`src/design/b64_pkg.sv`:
```
package b64_pkg;

   localparam logic [7:0] PAD_CHAR = 8'd61;
   localparam int         GRP_MAX  = 4;
   localparam int         CNT_W    = $clog2(GRP_MAX + 1);
   localparam int         IDX_W    = $clog2(GRP_MAX);
   localparam int         HELD_W   = 18;
   localparam int         ADDR_W   = 3;

   typedef enum logic {
      MODE_ENCODE = 1'b0,
      MODE_DECODE = 1'b1
   } b64_mode_type;

   typedef enum logic {
      REG_MODE  = 1'b0,
      REG_SPARE = 1'b1
   } b64_reg_type;

   typedef struct packed {
      logic [7:0] data;
      logic       last;
      logic       bad;
   } b64_rsp_type;

   typedef struct packed {
      logic                    load;
      logic [CNT_W-1:0]        count;
      b64_rsp_type [GRP_MAX-1:0] entry;
   } b64_grp_type;

   typedef struct packed {
      b64_mode_type mode;
      logic         clear;
   } b64_ctl_type;

   typedef struct packed {
      logic       valid;
      logic [5:0] value;
   } b64_sextet_type;

   function automatic logic [7:0] enc_char(input logic [5:0] s);
      logic [7:0] c;
      if (s < 6'd26) begin
         c = 8'd65 + {2'b00, s};
      end else if (s < 6'd52) begin
         c = 8'd71 + {2'b00, s};
      end else if (s < 6'd62) begin
         c = {2'b00, s} - 8'd4;
      end else if (s == 6'd62) begin
         c = 8'd43;
      end else begin
         c = 8'd47;
      end
      return c;
   endfunction

   function automatic b64_sextet_type dec_sextet(input logic [7:0] c);
      b64_sextet_type r;
      r.valid = 1'b1;
      r.value = 6'd0;
      if (c >= 8'd65 && c <= 8'd90) begin
         r.value = 6'(c - 8'd65);
      end else if (c >= 8'd97 && c <= 8'd122) begin
         r.value = 6'(c - 8'd71);
      end else if (c >= 8'd48 && c <= 8'd57) begin
         r.value = 6'(c + 8'd4);
      end else if (c == 8'd43) begin
         r.value = 6'd62;
      end else if (c == 8'd47) begin
         r.value = 6'd63;
      end else begin
         r.valid = 1'b0;
      end
      return r;
   endfunction

endpackage

```
`src/design/b64_csr.sv`:
```
module b64_csr (
   input  logic                       clock,
   input  logic                       reset,
   input  logic                       csr_psel,
   input  logic                       csr_penable,
   input  logic                       csr_pwrite,
   input  logic [b64_pkg::ADDR_W-1:0] csr_paddr,
   input  logic [31:0]                csr_pwdata,
   output logic [31:0]                csr_prdata,
   output logic                       csr_pready,
   output b64_pkg::b64_ctl_type       ctl
);
   import b64_pkg::*;

   b64_mode_type mode_ff, mode_in;
   logic         wr_mode;
   b64_reg_type  reg_sel;

   assign reg_sel    = b64_reg_type'(csr_paddr[ADDR_W-1]);
   assign csr_pready = 1'b1;
   assign wr_mode    = csr_psel && csr_penable && csr_pwrite && csr_pready
                       && (reg_sel == REG_MODE);

   always_comb begin
      mode_in = mode_ff;
      if (wr_mode) begin
         mode_in = b64_mode_type'(csr_pwdata[0]);
      end
   end

   always_ff @(posedge clock) begin
      if (reset) begin
         mode_ff <= MODE_ENCODE;
      end else begin
         mode_ff <= mode_in;
      end
   end

   always_comb begin
      unique case (reg_sel)
         REG_MODE:  csr_prdata = {31'd0, mode_ff};
         REG_SPARE: csr_prdata = 32'd0;
         default:   csr_prdata = 32'd0;
      endcase
   end

   assign ctl.mode  = mode_ff;
   assign ctl.clear = wr_mode;

endmodule

```
`src/design/b64_core.sv`:
```
module b64_core (
   input  logic                 clock,
   input  logic                 reset,
   input  logic                 req_valid,
   output logic                 req_stall,
   input  logic [7:0]           req_in_byte,
   input  logic                 req_in_last,
   input  b64_pkg::b64_ctl_type ctl,
   input  logic                 buf_free,
   output b64_pkg::b64_grp_type grp
);
   import b64_pkg::*;

   logic              in_valid_ff, in_valid_in;
   logic [7:0]        in_byte_ff;
   logic              in_last_ff;
   logic [1:0]        phase_ff, phase_in;
   logic [HELD_W-1:0] held_ff, held_in;
   logic              third_pad_ff, third_pad_in;
   logic              err_ff, err_in;
   logic              accept, consume;
   logic [CNT_W-1:0]  n;
   b64_rsp_type [GRP_MAX-1:0] ent;

   always_comb begin
      logic [23:0]    triple;
      logic [2:0]     nreal;
      b64_sextet_type sx;
      logic           pad, err_n, w1, w2;
      logic [5:0]     val;

      phase_in     = phase_ff;
      held_in      = held_ff;
      third_pad_in = third_pad_ff;
      err_in       = err_ff;
      n            = '0;
      ent          = '0;
      triple       = '0;
      nreal        = '0;
      sx           = dec_sextet(in_byte_ff);
      pad          = (in_byte_ff == PAD_CHAR);
      val          = sx.valid ? sx.value : 6'd0;
      err_n        = err_ff || !(sx.valid || (phase_ff >= 2'd2 && pad));
      w1           = !third_pad_ff;
      w2           = !pad;

      unique case (ctl.mode)
         MODE_ENCODE: begin
            if (phase_ff < 2'd2 && !in_last_ff) begin
               held_in  = {held_ff[HELD_W-9:0], in_byte_ff};
               phase_in = phase_ff + 2'd1;
            end else begin
               unique case (phase_ff)
                  2'd0:    triple = {in_byte_ff, 16'h0000};
                  2'd1:    triple = {held_ff[7:0], in_byte_ff, 8'h00};
                  default: triple = {held_ff[15:0], in_byte_ff};
               endcase
               nreal = (phase_ff >= 2'd2) ? 3'd4 : {1'b0, phase_ff} + 3'd2;
               for (int i = 0; i < GRP_MAX; i++) begin
                  ent[i].data = (3'(i) < nreal) ? enc_char(triple[23-6*i -: 6])
                                                : PAD_CHAR;
               end
               n            = CNT_W'(GRP_MAX);
               phase_in     = '0;
               held_in      = '0;
               third_pad_in = 1'b0;
               err_in       = 1'b0;
            end
         end
         MODE_DECODE: begin
            if (phase_ff < 2'd3) begin
               if (phase_ff == 2'd2) begin
                  third_pad_in = pad;
               end
               held_in  = {held_ff[HELD_W-7:0], val};
               phase_in = phase_ff + 2'd1;
               err_in   = err_n;
               if (in_last_ff) begin
                  n            = CNT_W'(1);
                  ent[0].bad   = 1'b1;
                  phase_in     = '0;
                  held_in      = '0;
                  third_pad_in = 1'b0;
                  err_in       = 1'b0;
               end
            end else begin
               triple       = {held_ff, val};
               phase_in     = '0;
               held_in      = '0;
               third_pad_in = 1'b0;
               if (err_n) begin
                  err_in = !in_last_ff;
                  if (in_last_ff) begin
                     n          = CNT_W'(1);
                     ent[0].bad = 1'b1;
                  end
               end else begin
                  err_in      = 1'b0;
                  ent[0].data = triple[23:16];
                  ent[1].data = w1 ? triple[15:8] : triple[7:0];
                  ent[2].data = triple[7:0];
                  n           = CNT_W'(1) + CNT_W'(w1) + CNT_W'(w2);
               end
            end
         end
         default: begin
            n = '0;
         end
      endcase

      for (int k = 0; k < GRP_MAX; k++) begin
         ent[k].last = in_last_ff && (CNT_W'(k) + CNT_W'(1) == n);
      end
   end

   assign consume     = in_valid_ff && ((n == '0) || buf_free);
   assign req_stall   = in_valid_ff && !consume;
   assign accept      = req_valid && !req_stall;
   assign in_valid_in = accept || (in_valid_ff && !consume);

   assign grp.load  = consume && (n != '0);
   assign grp.count = n;
   assign grp.entry = ent;

   always_ff @(posedge clock) begin
      if (reset) begin
         in_valid_ff  <= 1'b0;
         phase_ff     <= '0;
         held_ff      <= '0;
         third_pad_ff <= 1'b0;
         err_ff       <= 1'b0;
      end else begin
         in_valid_ff <= in_valid_in;
         if (ctl.clear) begin
            phase_ff     <= '0;
            held_ff      <= '0;
            third_pad_ff <= 1'b0;
            err_ff       <= 1'b0;
         end else if (consume) begin
            phase_ff     <= phase_in;
            held_ff      <= held_in;
            third_pad_ff <= third_pad_in;
            err_ff       <= err_in;
         end
      end
   end

   always_ff @(posedge clock) begin
      if (accept) begin
         in_byte_ff <= req_in_byte;
         in_last_ff <= req_in_last;
      end
   end

endmodule

```
`src/design/b64_rspq.sv`:
```
module b64_rspq (
   input  logic                 clock,
   input  logic                 reset,
   input  b64_pkg::b64_grp_type grp,
   output logic                 buf_free,
   output logic                 rsp_valid,
   input  logic                 rsp_stall,
   output logic [7:0]           rsp_out_byte,
   output logic                 rsp_out_last,
   output logic                 rsp_bad_input
);
   import b64_pkg::*;

   logic [CNT_W-1:0]          cnt_ff, cnt_in;
   logic [IDX_W-1:0]          rd_ff, rd_in;
   b64_rsp_type [GRP_MAX-1:0] ent_ff;
   logic                      take;

   assign rsp_valid     = (cnt_ff != '0);
   assign take          = rsp_valid && !rsp_stall;
   assign buf_free      = (cnt_ff == '0) || ((cnt_ff == CNT_W'(1)) && take);
   assign rsp_out_byte  = ent_ff[rd_ff].data;
   assign rsp_out_last  = ent_ff[rd_ff].last;
   assign rsp_bad_input = ent_ff[rd_ff].bad;

   always_comb begin
      cnt_in = cnt_ff;
      rd_in  = rd_ff;
      priority if (grp.load) begin
         cnt_in = grp.count;
         rd_in  = '0;
      end else if (take) begin
         cnt_in = cnt_ff - CNT_W'(1);
         rd_in  = rd_ff + IDX_W'(1);
      end
   end

   always_ff @(posedge clock) begin
      if (reset) begin
         cnt_ff <= '0;
         rd_ff  <= '0;
      end else begin
         cnt_ff <= cnt_in;
         rd_ff  <= rd_in;
      end
   end

   always_ff @(posedge clock) begin
      if (grp.load) begin
         ent_ff <= grp.entry;
      end
   end

endmodule

```
`src/design/base64_codec_top.sv`:
```
// Base64 stream codec, standard alphabet.
// Input channel req_*: one byte per transaction, req_in_last on the final
// byte of a message. Result channel rsp_*: one byte per transaction,
// rsp_out_last on the final result, rsp_bad_input on the single error
// result of a failed decode. Register mode at csr address 0 selects encode
// (0) or decode (1); writing it aborts any partial group. Write it only
// while no transaction is in flight.
// A transaction is registered at the input and, once the four-entry result
// buffer is free, the results it yields are written into that buffer, from
// which they are presented in order.
// Throughput: while rsp_stall is low the result port drains one byte per
// cycle, so encoding is limited by the four characters each group of three
// input bytes yields; decoding sustains one character per cycle. Items that
// give no result pass at one per cycle even while the buffer drains.
// Reset clears mode to encode, the group state and both channel registers.
// A stalled receiver holds the current result; the input register passes on
// items that give no result, then req_stall rises until the buffer drains.
module base64_codec_top (
   input  logic                       clock,
   input  logic                       reset,
   input  logic                       req_valid,
   output logic                       req_stall,
   input  logic [7:0]                 req_in_byte,
   input  logic                       req_in_last,
   output logic                       rsp_valid,
   input  logic                       rsp_stall,
   output logic [7:0]                 rsp_out_byte,
   output logic                       rsp_out_last,
   output logic                       rsp_bad_input,
   input  logic                       csr_psel,
   input  logic                       csr_penable,
   input  logic                       csr_pwrite,
   input  logic [b64_pkg::ADDR_W-1:0] csr_paddr,
   input  logic [31:0]                csr_pwdata,
   output logic [31:0]                csr_prdata,
   output logic                       csr_pready
);
   import b64_pkg::*;

   b64_ctl_type ctl;
   b64_grp_type grp;
   logic        buf_free;

   b64_csr u_csr (
      .clock       (clock),
      .reset       (reset),
      .csr_psel    (csr_psel),
      .csr_penable (csr_penable),
      .csr_pwrite  (csr_pwrite),
      .csr_paddr   (csr_paddr),
      .csr_pwdata  (csr_pwdata),
      .csr_prdata  (csr_prdata),
      .csr_pready  (csr_pready),
      .ctl         (ctl)
   );

   b64_core u_core (
      .clock       (clock),
      .reset       (reset),
      .req_valid   (req_valid),
      .req_stall   (req_stall),
      .req_in_byte (req_in_byte),
      .req_in_last (req_in_last),
      .ctl         (ctl),
      .buf_free    (buf_free),
      .grp         (grp)
   );

   b64_rspq u_rspq (
      .clock         (clock),
      .reset         (reset),
      .grp           (grp),
      .buf_free      (buf_free),
      .rsp_valid     (rsp_valid),
      .rsp_stall     (rsp_stall),
      .rsp_out_byte  (rsp_out_byte),
      .rsp_out_last  (rsp_out_last),
      .rsp_bad_input (rsp_bad_input)
   );

endmodule

```
`config.mk`:
```
export PLATFORM = sky130hd
export DESIGN_NAME = base64_codec_top
export DESIGN_NICKNAME = d
export VERILOG_FILES = /design/src/design/b64_pkg.sv /design/src/design/b64_csr.sv /design/src/design/b64_core.sv /design/src/design/b64_rspq.sv /design/src/design/base64_codec_top.sv
export SDC_FILE = /design/constraint.sdc
export NUM_CORES = 1
export LEC_CHECK = 0
export ABC_AREA = 1
export BUFFER_PORTS_ARGS = -buffer_cell sky130_fd_sc_hd__buf_2
export CORE_MARGIN = 2
export CORE_UTILIZATION = 45
export CTS_CLUSTER_SIZE = 14
export DETAILED_ROUTE_END_ITERATION = 10
export PLACE_DENSITY = 0.73
export SLEW_MARGIN = 20
export SYNTH_ARGS = -nofsm -noshare
export SYNTH_HDL_FRONTEND = slang
export SYNTH_SLANG_ARGS = --single-unit
export TNS_END_PERCENT = 1
```
`constraint.sdc`:
```
create_clock -name clock -period 6.9 [get_ports clock]
set_input_delay 0.345 -clock clock [delete_from_list [all_inputs] [get_ports clock]]
set_output_delay 0.345 -clock clock [all_outputs]
set_load 0.01 [all_outputs]
```
==> run metrics <==
outcome=finished, final reports clean; nets=964; share of layout cells above drive strength 1=9.02%; Die Ht=121 um; RSZ-0062 raised after global routing=no; dpl hpwl=11.9 mm; Critical Path Sink Type=flip-flop; Inst Count DP=1036; Warnings, synthesis=0; H-tree Lvls=3; clock root buffer=clkbuf_16; clock skew=0.0121 ns; GPL Wtd Cong=0.969; final setup fails=0; overall global routing resource usage=22.7%; kind of critical path=reg -> reg; Hold Crit Class=in -> reg; # DRC=0; Pre-Repair DR Iteration Count=6; antenna viol nets, final=0; vias per cell=5.44; Final Cycle Share=53.4%; Slew Viols, Final=0; clock tree buffer depth=2; clk sinks=75; Initial DRC Count=556; Worst Setup Slack, final=3.22 ns; Sequential Area=1960 sq um; CP max FO=37; TritonCTS buffer count=9; Worst setup SP type=flip-flop; minimum clock period=3.68 ns; maximum vdd drop=0.000152 V; post-CTS sizing=0; Seq/Total Area, Yosys=31.7%; footprint of the multi-input gates=3530 sq um; Setup TNS Final=0 ns; Avg Inst Size Synth=7.25 sq um; Fillers=1320; post-synthesis cell type count=53; starting density of the core=46.4%; via count=5719; Syn Std Cell Area=6190 sq um; Post-CTS Setup Bufs=0; I/O pin cnt=96; GRT overflow=0; commonest non-fill, non-tap cell in the layout=nor2_1; number of global-route vias before repair=5156; max_cap viols=0; clk slew on worst S/H paths=0.06 ns; Post-synth ARST share=0%; register bit total from synthesis=75; first-pass GRT wire length=25.9 mm; Slew Limit Headroom=34.8%; Post-synth EDFFs=46; post-synthesis instance total=854; pre-CTS setup slack=3.30 ns; Max Fclk=272 MHz; WL per Instance=15.3 um; clk_lat worst skew=0.35 ns; worst hold slack=0.162 ns; CP Data Required Time=6.89 ns; CTS tree=yes; synthesis-to-finish area growth=6.99%; Core Area=13300 sq um; # diodes=0; Worst Tran Pin Value=0.972 ns; Finished Layout Cells=1052; CTS Hold Bufs=0; initial antenna violation count=0; most frequent cells in the layout=nor2_1 (123), nand2_1 (120), inv_1 (102); ys flop type=edfxtp_1; Die Area=14700 sq um; wirelength, routed=16.1 mm; largest net degree at the start of global routing=38; Hold Vio Cnt, Final=0; critical path arrival=3.67 ns; Die Wd=121 um; row count=42; IO Port Bufs=30; P_leak=2.83 nW; power per cell area=299 nW/um^2; Tot Pwr=0.00198 W
[registers in the layout, summed over array words and instances (netlist names)]
register	cells
u_rspq.ent_ff	37
u_core.held_ff	18
u_core.in_byte_ff	8
u_rspq.cnt_ff	3
u_core.phase_ff	2
u_rspq.rd_ff	2
u_core.err_ff	1
u_core.in_last_ff	1
u_core.in_valid_ff	1
u_core.third_pad_ff	1
u_csr.mode_ff	1
[critical path, cell delays in order (launching register included)]
cell,delay (ns)
edfxtp_1,0.52
inv_1,0.35
ha_1,0.26
inv_1,0.06
nor3_2,0.45
nand2_1,0.19
nand4_4,0.19
nand3_4,0.24
nor2_4,0.21
inv_2,0.08
nand3_4,0.11
nand3_2,0.17
inv_1,0.10
buf_4,0.39
[through the flow]
step                utilization, %  instance area, sq um
global placement              47.4                  6330
CTS                           49.6                  6630
detailed placement            47.4                  6330
global route                  49.6                  6630
floorplan                        -                  6310
finish                        49.6                  6630
[cell families after synthesis]
logic type | after synthesis | share of synthesized area (%)
compound gates | 212 | 20.2
buf+inv | 177 | 13.2
simple gates | 318 | 22.4
xor+xnor | 28 | 3.96
flops | 75 | 31.7
other cells | 2 | 0.121
fa+ha+maj | 42 | 8.48
[layout make-up]
class	count	share of cell area, %
Inverter	120	6.80
Tap cell	176	3.32
Clock buffer	11	3.66
Sequential cell	75	29.6
Timing Repair Buffer	33	2.61
Multi-Input combinational cell	632	53.2
Clock inverter	5	0.793
[worst paths after layout]
check | start | endpoint | slack [ns] | cells after the start
setup / recovery | u_core.in_byte_ff[1] | u_rspq.ent_ff[37] | 3.22 | 13
hold / removal | req_in_byte[0] | u_core.in_byte_ff[0] | 0.16 | 1
setup reg to reg | u_core.in_byte_ff[1] | u_rspq.ent_ff[37] | 3.22 | 13
hold reg to reg | u_core.err_ff | u_core.err_ff | 0.48 | 2
[power by group]
part           leakage (nW)  internal, W  switching, W
sequential            0.669     0.000567     0.0000595
combinational          2.01     0.000287      0.000593
clock                 0.147     0.000288      0.000186
[cell usage after synthesis, drive strengths merged (2+ instances only)]
library cell / instances / area (sq um)
a211oi: 3 / 22.5
a31oi: 3 / 18.8
a211o: 2 / 17.5
dfxtp: 29 / 581
and3: 2 / 12.5
nor2: 128 / 503
xnor2: 6 / 52.6
nand4: 9 / 71.3
o22ai: 47 / 307
a32o: 5 / 50.1
edfxtp: 46 / 1380
nand3: 43 / 245
o211ai: 8 / 60.1
ha: 42 / 526
o31ai: 2 / 15.0
nor3: 6 / 35.0
o21ai: 96 / 484
a21oi: 35 / 175
o221ai: 2 / 23.8
conb: 2 / 7.51
nand2: 126 / 493
inv: 113 / 424
a21boi: 2 / 18.8
nor4: 3 / 18.8
xor2: 22 / 193
buf: 47 / 330
clkbuf: 10 / 37.5
clkinv: 7 / 26.3
[layer usage]
metal	track usage, %	up-vias	wire [um]
met5	0	-	0
met4	9.91	0	470
met1	31.7	2598	7550
met2	33.7	232	6920
li1	-	2850	-
met3	4.70	39	1180
Note: power is estimated with default switching activity, not from simulation.
